===== config.mk =====
export PLATFORM = sky130hd
export DESIGN_NAME = photon_sample_packer_flat
export DESIGN_NICKNAME = d
export VERILOG_FILES = /design/src/hdl/psp_pkg.sv /design/src/hdl/psp_channels.sv /design/src/hdl/psp_front.sv /design/src/hdl/psp_queue.sv /design/src/hdl/psp_back.sv /design/src/hdl/photon_sample_packer.sv /design/src/flat_wrapper.sv
export VERILOG_INCLUDE_DIRS = /design/src /design/src/hdl
export SDC_FILE = /design/constraint.sdc
export NUM_CORES = 2
export LEC_CHECK = 0
export BUFFER_PORTS_ARGS = -buffer_cell sky130_fd_sc_hd__buf_2
export CORE_ASPECT_RATIO = 0.6
export CORE_MARGIN = 4
export CORE_UTILIZATION = 35
export DETAILED_ROUTE_END_ITERATION = 8
export PLACE_DENSITY_LB_ADDON = 0.15
export RECOVER_POWER = 25
export SYNTH_ARGS = -nofsm -noshare
export SYNTH_HDL_FRONTEND = slang
export SYNTH_HIERARCHICAL = 1
export SYNTH_SLANG_ARGS = --single-unit

===== constraint.sdc =====
create_clock -name clk -period 19.3 [get_ports clk]
set_input_delay 3.86 -clock clk [delete_from_list [all_inputs] [get_ports clk]]
set_output_delay 3.86 -clock clk [all_outputs]
set_load 0.005 [all_outputs]

===== src/hdl/photon_sample_packer_assert.svh =====
// assertion helpers shared by the checking code of the packer
`ifndef PHOTON_SAMPLE_PACKER_ASSERT_SVH
`define PHOTON_SAMPLE_PACKER_ASSERT_SVH

// same-cycle implication, sampled on clk, off during reset
`define PSP_ASSERT_IMPL(label, ante, cons) \
    label: assert property (@(posedge clk) disable iff (!rst_n) (ante) |-> (cons)) \
        else $error("psp assertion failed");

// next-cycle implication, sampled on clk, off during reset
`define PSP_ASSERT_NEXT(label, ante, cons) \
    label: assert property (@(posedge clk) disable iff (!rst_n) (ante) |=> (cons)) \
        else $error("psp assertion failed");

`endif


===== src/hdl/psp_pkg.sv =====
`timescale 1ns / 1ps
`default_nettype none

package psp_pkg;

    localparam int REQ_TYPE_W     = 1;
    localparam int RAW_PINS_W     = 32;
    localparam int SAMPLE_NS_W    = 30;
    localparam int INTERVAL_W     = 16;
    localparam int COUNT_W        = 12;
    localparam int BLOCK_TOTAL_W  = 24;
    localparam int SECOND_TOTAL_W = 30;

    localparam int SPB_W          = 13;
    localparam int BPS_W          = 7;
    localparam int SAMPLE_IDX_W   = 12;
    localparam int BLOCK_IDX_W    = 6;

    localparam int CFG_INDEX_W    = 1;
    localparam int CFG_DATA_W     = 13;

    localparam logic [CFG_INDEX_W-1:0] CFG_SAMPLES_PER_BLOCK = 1'b0;
    localparam logic [CFG_INDEX_W-1:0] CFG_BLOCKS_PER_SECOND = 1'b1;

    localparam logic [REQ_TYPE_W-1:0] REQ_START  = 1'b0;
    localparam logic [REQ_TYPE_W-1:0] REQ_SAMPLE = 1'b1;

    localparam logic [SPB_W-1:0] SPB_RESET = 13'd1016;
    localparam logic [SPB_W-1:0] SPB_MAX   = 13'd4096;
    localparam logic [BPS_W-1:0] BPS_RESET = 7'd12;
    localparam logic [BPS_W-1:0] BPS_MAX   = 7'd64;

    localparam int LOW_BITS_POS  = 4;
    localparam int HIGH_BITS_POS = 16;
    localparam logic [RAW_PINS_W-1:0] LOW_MASK  = 32'h0000_03FF << LOW_BITS_POS;
    localparam logic [RAW_PINS_W-1:0] HIGH_MASK = 32'h0000_0003 << HIGH_BITS_POS;

    // modular time arithmetic is done on 32-bit two's complement values
    localparam int DIFF_W = 32;
    localparam logic [DIFF_W-1:0] NS_PER_SEC    = 32'd1000000000;
    localparam logic [DIFF_W-1:0] NS_PER_SEC_X2 = 32'd2000000000;

    // x / 1000 == ((x >> 3) * DIV_MUL) >> DIV_SHIFT, exact for x below 2^30
    localparam int DIV_IN_W  = SAMPLE_NS_W - 3;
    localparam int DIV_MUL_W = 28;
    localparam logic [DIV_MUL_W-1:0] DIV_MUL = 28'd137438954;
    localparam int DIV_SHIFT = 34;
    localparam int PROD_W    = DIV_IN_W + DIV_MUL_W;

    localparam int QUEUE_DEPTH = 4;
    localparam int QUEUE_AW    = $clog2(QUEUE_DEPTH);
    localparam int QUEUE_CW    = QUEUE_AW + 1;

    typedef struct packed {
        logic [SAMPLE_NS_W-1:0]    diff_ns;
        logic [COUNT_W-1:0]        photon_count;
        logic                      block_end;
        logic [BLOCK_TOTAL_W-1:0]  block_total;
        logic                      second_end;
        logic [SECOND_TOTAL_W-1:0] second_total;
    } queue_item_t;

    typedef struct packed {
        logic full;
        logic empty;
    } queue_stat_t;

    typedef struct packed {
        logic [INTERVAL_W-1:0]     interval_us;
        logic [COUNT_W-1:0]        photon_count;
        logic                      block_end;
        logic [BLOCK_TOTAL_W-1:0]  block_total;
        logic                      second_end;
        logic [SECOND_TOTAL_W-1:0] second_total;
    } res_item_t;

    function automatic logic [COUNT_W-1:0] gather_count(input logic [RAW_PINS_W-1:0] raw);
        logic [RAW_PINS_W-1:0] v;
        v = ((raw & LOW_MASK) >> 4) | ((raw & HIGH_MASK) >> 6);
        return v[COUNT_W-1:0];
    endfunction

endpackage

`default_nettype wire


===== src/hdl/psp_channels.sv =====
`timescale 1ns / 1ps
`default_nettype none

interface psp_req_if;
    import psp_pkg::*;

    logic                   valid;
    logic                   ready;
    logic [REQ_TYPE_W-1:0]  req_type;
    logic [RAW_PINS_W-1:0]  raw_pins;
    logic [SAMPLE_NS_W-1:0] sample_ns;

    modport source (output valid, output req_type, output raw_pins, output sample_ns,
                    input ready);
    modport sink   (input valid, input req_type, input raw_pins, input sample_ns,
                    output ready);
endinterface

interface psp_res_if;
    import psp_pkg::*;

    logic                      valid;
    logic                      ready;
    logic [INTERVAL_W-1:0]     interval_us;
    logic [COUNT_W-1:0]        photon_count;
    logic                      block_end;
    logic [BLOCK_TOTAL_W-1:0]  block_total;
    logic                      second_end;
    logic [SECOND_TOTAL_W-1:0] second_total;

    modport source (output valid, output interval_us, output photon_count,
                    output block_end, output block_total, output second_end,
                    output second_total, input ready);
    modport sink   (input valid, input interval_us, input photon_count,
                    input block_end, input block_total, input second_end,
                    input second_total, output ready);
endinterface

`default_nettype wire


===== src/hdl/psp_front.sv =====
`timescale 1ns / 1ps
`default_nettype none

module psp_front (
    input  logic                        clk,
    input  logic                        rst_n,
    input  logic                        cfg_we,
    input  logic [psp_pkg::CFG_INDEX_W-1:0] cfg_index,
    input  logic [psp_pkg::CFG_DATA_W-1:0]  cfg_wdata,
    psp_req_if.sink                     req_ch,
    input  psp_pkg::queue_stat_t        q_stat,
    output logic                        q_push,
    output psp_pkg::queue_item_t        q_item
);
    import psp_pkg::*;

    logic [SAMPLE_NS_W-1:0]    last_ns_reg,    last_ns_next;
    logic [SAMPLE_IDX_W-1:0]   sample_idx_reg, sample_idx_next;
    logic [BLOCK_IDX_W-1:0]    block_idx_reg,  block_idx_next;
    logic [BLOCK_TOTAL_W-1:0]  block_sum_reg,  block_sum_next;
    logic [SECOND_TOTAL_W-1:0] second_sum_reg, second_sum_next;
    logic [SPB_W-1:0]          spb_reg,        spb_next;
    logic [BPS_W-1:0]          bps_reg,        bps_next;

    logic                      accept;
    logic [COUNT_W-1:0]        count;
    logic [DIFF_W-1:0]         d_raw;
    logic [DIFF_W-1:0]         d_lo;
    logic [DIFF_W-1:0]         d_hi1;
    logic [DIFF_W-1:0]         d_hi2;
    logic [DIFF_W-1:0]         d_mod;
    logic [SPB_W-1:0]          sample_inc;
    logic [BPS_W-1:0]          block_inc;
    logic                      bend;
    logic                      send;
    logic [BLOCK_TOTAL_W-1:0]  bsum_add;
    logic [SECOND_TOTAL_W-1:0] ssum_add;
    logic [BPS_W-1:0]          bps_wdata;

    assign req_ch.ready = !q_stat.full;
    assign accept       = req_ch.valid && req_ch.ready;
    assign q_push       = accept && (req_ch.req_type == REQ_SAMPLE);

    assign count = gather_count(req_ch.raw_pins);

    // time difference reduced into [0, 1e9)
    assign d_raw = DIFF_W'(req_ch.sample_ns) - DIFF_W'(last_ns_reg);
    assign d_lo  = d_raw - NS_PER_SEC;
    assign d_hi1 = d_raw + NS_PER_SEC;
    assign d_hi2 = d_raw + NS_PER_SEC_X2;

    always_comb
    begin
        if (!d_lo[DIFF_W-1])
        begin
            d_mod = d_lo;
        end
        else if (!d_raw[DIFF_W-1])
        begin
            d_mod = d_raw;
        end
        else if (!d_hi1[DIFF_W-1])
        begin
            d_mod = d_hi1;
        end
        else
        begin
            d_mod = d_hi2;
        end
    end

    assign sample_inc = SPB_W'(sample_idx_reg) + SPB_W'(1);
    assign block_inc  = BPS_W'(block_idx_reg) + BPS_W'(1);
    assign bend       = sample_inc >= spb_reg;
    assign send       = bend && (block_inc >= bps_reg);
    assign bsum_add   = block_sum_reg + BLOCK_TOTAL_W'(count);
    assign ssum_add   = second_sum_reg + SECOND_TOTAL_W'(bsum_add);

    always_comb
    begin
        q_item.diff_ns      = d_mod[SAMPLE_NS_W-1:0];
        q_item.photon_count = count;
        q_item.block_end    = bend;
        q_item.block_total  = bend ? bsum_add : '0;
        q_item.second_end   = send;
        q_item.second_total = send ? ssum_add : '0;
    end

    assign bps_wdata = cfg_wdata[BPS_W-1:0];

    always_comb
    begin
        spb_next = spb_reg;
        bps_next = bps_reg;
        if (cfg_we)
        begin
            case (cfg_index)
                CFG_SAMPLES_PER_BLOCK:
                begin
                    if (cfg_wdata == '0)
                        spb_next = SPB_W'(1);
                    else if (cfg_wdata > SPB_MAX)
                        spb_next = SPB_MAX;
                    else
                        spb_next = cfg_wdata;
                end
                CFG_BLOCKS_PER_SECOND:
                begin
                    if (bps_wdata == '0)
                        bps_next = BPS_W'(1);
                    else if (bps_wdata > BPS_MAX)
                        bps_next = BPS_MAX;
                    else
                        bps_next = bps_wdata;
                end
                default:
                begin
                    spb_next = spb_reg;
                end
            endcase
        end
    end

    always_comb
    begin
        last_ns_next    = last_ns_reg;
        sample_idx_next = sample_idx_reg;
        block_idx_next  = block_idx_reg;
        block_sum_next  = block_sum_reg;
        second_sum_next = second_sum_reg;
        if (accept)
        begin
            last_ns_next = req_ch.sample_ns;
            if (req_ch.req_type == REQ_START)
            begin
                sample_idx_next = '0;
                block_idx_next  = '0;
                block_sum_next  = '0;
                second_sum_next = '0;
            end
            else if (bend)
            begin
                sample_idx_next = '0;
                block_sum_next  = '0;
                if (send)
                begin
                    block_idx_next  = '0;
                    second_sum_next = '0;
                end
                else
                begin
                    block_idx_next  = block_inc[BLOCK_IDX_W-1:0];
                    second_sum_next = ssum_add;
                end
            end
            else
            begin
                sample_idx_next = sample_inc[SAMPLE_IDX_W-1:0];
                block_sum_next  = bsum_add;
            end
        end
    end

    always_ff @(posedge clk or negedge rst_n)
    begin
        if (!rst_n)
        begin
            last_ns_reg    <= '0;
            sample_idx_reg <= '0;
            block_idx_reg  <= '0;
            block_sum_reg  <= '0;
            second_sum_reg <= '0;
            spb_reg        <= SPB_RESET;
            bps_reg        <= BPS_RESET;
        end
        else
        begin
            last_ns_reg    <= last_ns_next;
            sample_idx_reg <= sample_idx_next;
            block_idx_reg  <= block_idx_next;
            block_sum_reg  <= block_sum_next;
            second_sum_reg <= second_sum_next;
            spb_reg        <= spb_next;
            bps_reg        <= bps_next;
        end
    end

endmodule

`default_nettype wire


===== src/hdl/psp_queue.sv =====
`timescale 1ns / 1ps
`default_nettype none

module psp_queue (
    input  logic                 clk,
    input  logic                 rst_n,
    input  logic                 push,
    input  psp_pkg::queue_item_t push_item,
    input  logic                 pop,
    output psp_pkg::queue_item_t head_item,
    output psp_pkg::queue_stat_t stat
);
    import psp_pkg::*;

    queue_item_t           slot_reg [QUEUE_DEPTH];
    logic [QUEUE_AW-1:0]   wr_ptr_reg, wr_ptr_next;
    logic [QUEUE_AW-1:0]   rd_ptr_reg, rd_ptr_next;
    logic [QUEUE_CW-1:0]   cnt_reg,    cnt_next;
    logic                  do_push;
    logic                  do_pop;

    assign stat.full  = (cnt_reg == QUEUE_CW'(QUEUE_DEPTH));
    assign stat.empty = (cnt_reg == '0);
    assign do_push    = push && !stat.full;
    assign do_pop     = pop && !stat.empty;
    assign head_item  = slot_reg[rd_ptr_reg];

    always_comb
    begin
        wr_ptr_next = do_push ? wr_ptr_reg + QUEUE_AW'(1) : wr_ptr_reg;
        rd_ptr_next = do_pop ? rd_ptr_reg + QUEUE_AW'(1) : rd_ptr_reg;
        cnt_next    = cnt_reg;
        if (do_push && !do_pop)
            cnt_next = cnt_reg + QUEUE_CW'(1);
        else if (do_pop && !do_push)
            cnt_next = cnt_reg - QUEUE_CW'(1);
    end

    always_ff @(posedge clk or negedge rst_n)
    begin
        if (!rst_n)
        begin
            wr_ptr_reg <= '0;
            rd_ptr_reg <= '0;
            cnt_reg    <= '0;
        end
        else
        begin
            wr_ptr_reg <= wr_ptr_next;
            rd_ptr_reg <= rd_ptr_next;
            cnt_reg    <= cnt_next;
        end
    end

    always_ff @(posedge clk)
    begin
        if (do_push)
            slot_reg[wr_ptr_reg] <= push_item;
    end

endmodule

`default_nettype wire


===== src/hdl/psp_back.sv =====
`timescale 1ns / 1ps
`default_nettype none

module psp_back (
    input  logic                 clk,
    input  logic                 rst_n,
    input  psp_pkg::queue_stat_t q_stat,
    input  psp_pkg::queue_item_t head_item,
    output logic                 q_pop,
    psp_res_if.source            res_ch
);
    import psp_pkg::*;

    logic      a_valid_reg,   a_valid_next;
    logic      out_valid_reg, out_valid_next;
    res_item_t a_reg;
    res_item_t out_reg;

    logic              a_load;
    logic              b_load;
    logic [PROD_W-1:0] prod;

    // divide by 1000 through the reciprocal
    assign prod = PROD_W'(head_item.diff_ns[SAMPLE_NS_W-1:3]) * PROD_W'(DIV_MUL);

    assign b_load = !out_valid_reg || res_ch.ready;
    assign a_load = !a_valid_reg || b_load;
    assign q_pop  = a_load && !q_stat.empty;

    always_comb
    begin
        a_valid_next   = a_load ? !q_stat.empty : a_valid_reg;
        out_valid_next = b_load ? a_valid_reg : out_valid_reg;
    end

    always_ff @(posedge clk or negedge rst_n)
    begin
        if (!rst_n)
        begin
            a_valid_reg   <= 1'b0;
            out_valid_reg <= 1'b0;
        end
        else
        begin
            a_valid_reg   <= a_valid_next;
            out_valid_reg <= out_valid_next;
        end
    end

    always_ff @(posedge clk)
    begin
        if (q_pop)
        begin
            a_reg.interval_us  <= prod[DIV_SHIFT +: INTERVAL_W];
            a_reg.photon_count <= head_item.photon_count;
            a_reg.block_end    <= head_item.block_end;
            a_reg.block_total  <= head_item.block_total;
            a_reg.second_end   <= head_item.second_end;
            a_reg.second_total <= head_item.second_total;
        end
        if (b_load && a_valid_reg)
            out_reg <= a_reg;
    end

    assign res_ch.valid        = out_valid_reg;
    assign res_ch.interval_us  = out_reg.interval_us;
    assign res_ch.photon_count = out_reg.photon_count;
    assign res_ch.block_end    = out_reg.block_end;
    assign res_ch.block_total  = out_reg.block_total;
    assign res_ch.second_end   = out_reg.second_end;
    assign res_ch.second_total = out_reg.second_total;

endmodule

`default_nettype wire


===== src/hdl/photon_sample_packer.sv =====
// channel   | dir | payload                                            | handshake
// req_ch    | in  | req_type, raw_pins, sample_ns                      | valid/ready
// res_ch    | out | interval_us, photon_count, block_end, block_total, | valid/ready
//           |     | second_end, second_total                           |
// cfg       | in  | cfg_index, cfg_wdata                               | cfg_we
//
// one item per cycle sustained while req_ch.ready is high; the front registers all counters and sums per item
// a sample item passes the queue slot, the reciprocal multiply stage and the output register
// in that order before it shows on res_ch; start items give no result
// reset clears counters, sums and reference time, registers go to 1016 and 12
// a stalled res_ch fills the two back stages and the 4-entry queue, then req_ch.ready drops
`timescale 1ns / 1ps
`default_nettype none
`include "photon_sample_packer_assert.svh"

module photon_sample_packer (
    input  logic                            clk,
    input  logic                            rst_n,
    input  logic                            cfg_we,
    input  logic [psp_pkg::CFG_INDEX_W-1:0] cfg_index,
    input  logic [psp_pkg::CFG_DATA_W-1:0]  cfg_wdata,
    psp_req_if.sink                         req_ch,
    psp_res_if.source                       res_ch
);
    import psp_pkg::*;

    queue_stat_t q_stat;
    queue_item_t q_item;
    queue_item_t head_item;
    logic        q_push;
    logic        q_pop;

    psp_front u_front (
        .clk       (clk),
        .rst_n     (rst_n),
        .cfg_we    (cfg_we),
        .cfg_index (cfg_index),
        .cfg_wdata (cfg_wdata),
        .req_ch    (req_ch),
        .q_stat    (q_stat),
        .q_push    (q_push),
        .q_item    (q_item)
    );

    psp_queue u_queue (
        .clk       (clk),
        .rst_n     (rst_n),
        .push      (q_push),
        .push_item (q_item),
        .pop       (q_pop),
        .head_item (head_item),
        .stat      (q_stat)
    );

    psp_back u_back (
        .clk       (clk),
        .rst_n     (rst_n),
        .q_stat    (q_stat),
        .head_item (head_item),
        .q_pop     (q_pop),
        .res_ch    (res_ch)
    );

    `PSP_ASSERT_IMPL(a_no_push_full, q_stat.full, !q_push)
    `PSP_ASSERT_IMPL(a_second_in_block, res_ch.valid && res_ch.second_end, res_ch.block_end)
    `PSP_ASSERT_IMPL(a_block_total_zero, res_ch.valid && !res_ch.block_end, res_ch.block_total == '0)
    `PSP_ASSERT_IMPL(a_second_total_zero, res_ch.valid && !res_ch.second_end, res_ch.second_total == '0)

endmodule

`default_nettype wire

===== src/flat_wrapper.sv =====
// flat-port wrapper written by rule: the top's interface ports become plain ports
module photon_sample_packer_flat import psp_pkg::*;
  (clk, rst_n, cfg_we, cfg_index, cfg_wdata, req_ch_valid, req_ch_req_type, req_ch_raw_pins, req_ch_sample_ns, req_ch_ready, res_ch_valid, res_ch_interval_us, res_ch_photon_count, res_ch_block_end, res_ch_block_total, res_ch_second_end, res_ch_second_total, res_ch_ready);
  psp_req_if req_ch_i ();
  psp_res_if res_ch_i ();
  input  logic clk;
  input  logic rst_n;
  input  logic cfg_we;
  input  logic [psp_pkg::CFG_INDEX_W-1:0] cfg_index;
  input  logic [psp_pkg::CFG_DATA_W-1:0] cfg_wdata;
  input wire logic [$bits(req_ch_i.valid)-1:0] req_ch_valid;
  input wire logic [$bits(req_ch_i.req_type)-1:0] req_ch_req_type;
  input wire logic [$bits(req_ch_i.raw_pins)-1:0] req_ch_raw_pins;
  input wire logic [$bits(req_ch_i.sample_ns)-1:0] req_ch_sample_ns;
  output wire logic [$bits(req_ch_i.ready)-1:0] req_ch_ready;
  output wire logic [$bits(res_ch_i.valid)-1:0] res_ch_valid;
  output wire logic [$bits(res_ch_i.interval_us)-1:0] res_ch_interval_us;
  output wire logic [$bits(res_ch_i.photon_count)-1:0] res_ch_photon_count;
  output wire logic [$bits(res_ch_i.block_end)-1:0] res_ch_block_end;
  output wire logic [$bits(res_ch_i.block_total)-1:0] res_ch_block_total;
  output wire logic [$bits(res_ch_i.second_end)-1:0] res_ch_second_end;
  output wire logic [$bits(res_ch_i.second_total)-1:0] res_ch_second_total;
  input wire logic [$bits(res_ch_i.ready)-1:0] res_ch_ready;
  assign req_ch_i.valid = req_ch_valid;
  assign req_ch_i.req_type = req_ch_req_type;
  assign req_ch_i.raw_pins = req_ch_raw_pins;
  assign req_ch_i.sample_ns = req_ch_sample_ns;
  assign req_ch_ready = req_ch_i.ready;
  assign res_ch_valid = res_ch_i.valid;
  assign res_ch_interval_us = res_ch_i.interval_us;
  assign res_ch_photon_count = res_ch_i.photon_count;
  assign res_ch_block_end = res_ch_i.block_end;
  assign res_ch_block_total = res_ch_i.block_total;
  assign res_ch_second_end = res_ch_i.second_end;
  assign res_ch_second_total = res_ch_i.second_total;
  assign res_ch_i.ready = res_ch_ready;
  photon_sample_packer u_core (.clk(clk), .rst_n(rst_n), .cfg_we(cfg_we), .cfg_index(cfg_index), .cfg_wdata(cfg_wdata), .req_ch(req_ch_i), .res_ch(res_ch_i));
endmodule

==> results summary <==
The worst setup timing slack at the placement stage is 9.391 ns. The end of the critical path is u_core/u_back/a_reg[82]$_DFFE_PP_. The worst setup path startpoint is u_core/u_queue/rd_ptr_reg[0]$_DFFE_PN0P_. The reg2reg setup slack is 7.54 ns. The max-slew headroom at the worst pin came out at -222.3%. The type of the worst min-delay path is reg2reg. After floorplanning, the core was divided into 97 placement rows. The library cell used most frequently in the layout, excluding fill and tap cells, is sky130_fd_sc_hd__edfxtp_1. Global routing used 16.56% of the available tracks. The area growth from synthesis to layout is 10.58%. The DRC marker count from the first detailed-route iteration came out at 1,756. The number of nets produced by synthesis came out at 3,827. The mean number of vias per cell is 4.940.

The data required time at the worst endpoint came out at 19.69 ns. The terminus of the critical flop-to-flop path is u_core/u_back/a_reg[82]$_DFFE_PP_. The via count of the first global-routing pass is 24,230. The routed wire length came out at 100,600 microns. At the end of the flow, the number of nets in the layout was 3,968. The area of the die is 0.1230 sq mm.

In the final layout, the share of cells above drive strength 1 is 12.22%. The weighted congestion reported at the end of routability-driven placement is 0.8395. The clock tree from TritonCTS is yes. The iteration count of the initial detailed-routing pass came out at 5. The number of clock sinks came out at 679. In the routed design, unresolved DRC markers number 0. The total setup buffers inserted after CTS came out at 0. The fraction of the core area covered by cells at the end of the flow came out at 38.97%. The element type at the critical path end is a flop. The H-tree was split into 3 levels. Summing every instance area after synthesis gives 0.04106 sq mm. The initial utilization of the core area, before any placement, comes to 35.24%. Detailed placement ended at an HPWL of 75,630 microns. In this run the critical register-to-register path is launched from u_core/u_queue/rd_ptr_reg[0]$_DFFE_PN0P_. Entering global routing, the biggest net connects 84 pins.

STA classifies the critical path startpoint as a flop. The number of flip-flops in the largest register is 380. The number of maximum-capacitance constraint violations is 10. The post-synthesis instance total is 3,140.

The final reports fail on capacitance limit, slew limit. Summed over all layers, the global routing overflow is 0. After clock tree synthesis, the clock-pin slew on the worst setup and hold paths is 0.06 ns. The root buffer cell chosen for the clock tree is sky130_fd_sc_hd__clkbuf_16. The count of buffers from port buffering came out at 147. In this run the worst path has a maximum fanout of 46. In this run the remaining antenna-violating nets after routing total 0. The clock buffer count from CTS is 66. The post-cts repair resize count is 0. The number of vias in the routed layout came out at 24,040. The slack of the critical path came out at 7.540 ns. The worst-case clock skew came out at 0.02761 ns. The library cells used most frequently in the layout, excluding fill and tap cells, are sky130_fd_sc_hd__edfxtp_1 (548), sky130_fd_sc_hd__inv_1 (496), sky130_fd_sc_hd__ha_1 (376).

The critical path is of the reg2reg type. The top-level port count is 168. The wire length of the first global-routing pass is 155,200 microns.

The clock insertion delay at the later pin of the skew report came out at 0.65 ns. The critical path data arrival time came out at 12.15 ns. The total negative slack for setup checks came out at 0 ns. The share of the clock period used by the worst path after layout came out at 60.93%. The average cell area after synthesis is 13.08 sq um. Measured along the x axis, the die boundary spans 450.2 microns. The number of hold buffers added after CTS was 0.

Static timing analysis puts the maximum clock frequency at 85.04 MHz. The flow ran to the end, but the final reports show violations. The number of antenna violations at the first check in global routing is 4.

The final hold violation count came out at 0. The shortest period the worst path allows is 11.76 ns. The number of pins with negative max-slew slack in the final report came to 444. The synthesis warning total is 6. The die is 273.3 microns tall.

The area of the core came out at 0.1165 sq mm. The number of cells on the worst reg-to-reg path is 20. The average routed wire per standard cell is 20.68 microns. The slew of the pin with the lowest slew margin is 4.834 ns. The clock passes through at most 3 buffers. The number of setup violations in the final report is 0. Setup repair after global routing left no endpoint under its margin.
how the worst min path moves through the flow:
| stage | startpoint | cells after the start | endpoint |
|---|---|---|---|
| floorplan | u_core/u_back/a_reg[55]$_DFFE_PP_ | 0 | u_core/u_back/res_ch.block_end$_DFFE_PP_ |
| global placement | u_core/u_back/a_reg[39]$_DFFE_PP_ | 0 | u_core/u_back/res_ch.block_total[8]$_DFFE_PP_ |
| detailed placement | u_core/u_back/a_reg[52]$_DFFE_PP_ | 0 | u_core/u_back/res_ch.block_total[21]$_DFFE_PP_ |
| CTS | u_core/u_back/a_reg[41]$_DFFE_PP_ | 0 | u_core/u_back/res_ch.block_total[10]$_DFFE_PP_ |
| global route | u_core/u_back/a_reg[32]$_DFFE_PP_ | 0 | u_core/u_back/res_ch.block_total[1]$_DFFE_PP_ |
| finish | u_core/u_back/a_reg[57]$_DFFE_PP_ | 0 | u_core/u_back/res_ch.photon_count[1]$_DFFE_PP_ |
worst max-delay path, stage by stage, from the launching register on:
cell                        delay [ns]
sky130_fd_sc_hd__dfrtp_1          1.43
sky130_fd_sc_hd__clkbuf_1         2.97
sky130_fd_sc_hd__mux4_2           1.01
sky130_fd_sc_hd__ha_1             0.45
sky130_fd_sc_hd__fa_1             0.52
sky130_fd_sc_hd__ha_1             0.32
sky130_fd_sc_hd__fa_1             0.53
sky130_fd_sc_hd__fa_1             0.45
sky130_fd_sc_hd__fa_1             0.54
sky130_fd_sc_hd__inv_1            0.08
sky130_fd_sc_hd__fa_1             0.60
sky130_fd_sc_hd__inv_1            0.06
sky130_fd_sc_hd__ha_1             0.35
sky130_fd_sc_hd__nand3_1          0.18
sky130_fd_sc_hd__nor3_1           0.51
sky130_fd_sc_hd__o2111ai_1        0.35
sky130_fd_sc_hd__nand3_2          0.23
sky130_fd_sc_hd__a211oi_4         0.10
sky130_fd_sc_hd__a31oi_2          0.34
sky130_fd_sc_hd__o31ai_4          0.14
sky130_fd_sc_hd__a211o_1          0.28
through the flow:
stage | cells | hold slack, ns | instance area (sq um)
4_1_cts | 4865 | 0.4176 | 45480
2_1_floorplan | 3140 | 0.4003 | 41060
3_5_place_dp | 4747 | 0.4045 | 43320
6_report | 4866 | 0.4174 | 45400
5_1_grt | 4866 | 0.4256 | 45400
3_3_place_gp | 4747 | 0.4019 | 43320
routing by layer:
| metal | wire (microns) | GRT usage [%] | vias up | share of wire [%] |
|---|---|---|---|---|
| met4 | 1024 | 2.523 | 0 | 1.0 |
| met5 | 0 | 0 | - | 0 |
| met1 | 56560 | 28.33 | 11960 | 56 |
| met2 | 36390 | 20.37 | 567 | 36 |
| met3 | 6643 | 4.262 | 84 | 6.6 |
| li1 | - | - | 11430 | - |
area by class of cell:
cell class | instances | area [sq um]
repair buffers | 169 | 848.3
inverters | 496 | 1862
flip-flops and latches | 679 | 19750
diodes | 1 | 2.502
clock buffers | 78 | 1739
multi-input cells | 1869 | 18860
well taps | 1534 | 1919
fillers | 11210 | 71110
clock inverters | 40 | 424.2
Power is left out: the tool's default activity adds up to more than one toggle a clock period on the data nets, which glitch-free logic cannot reach.
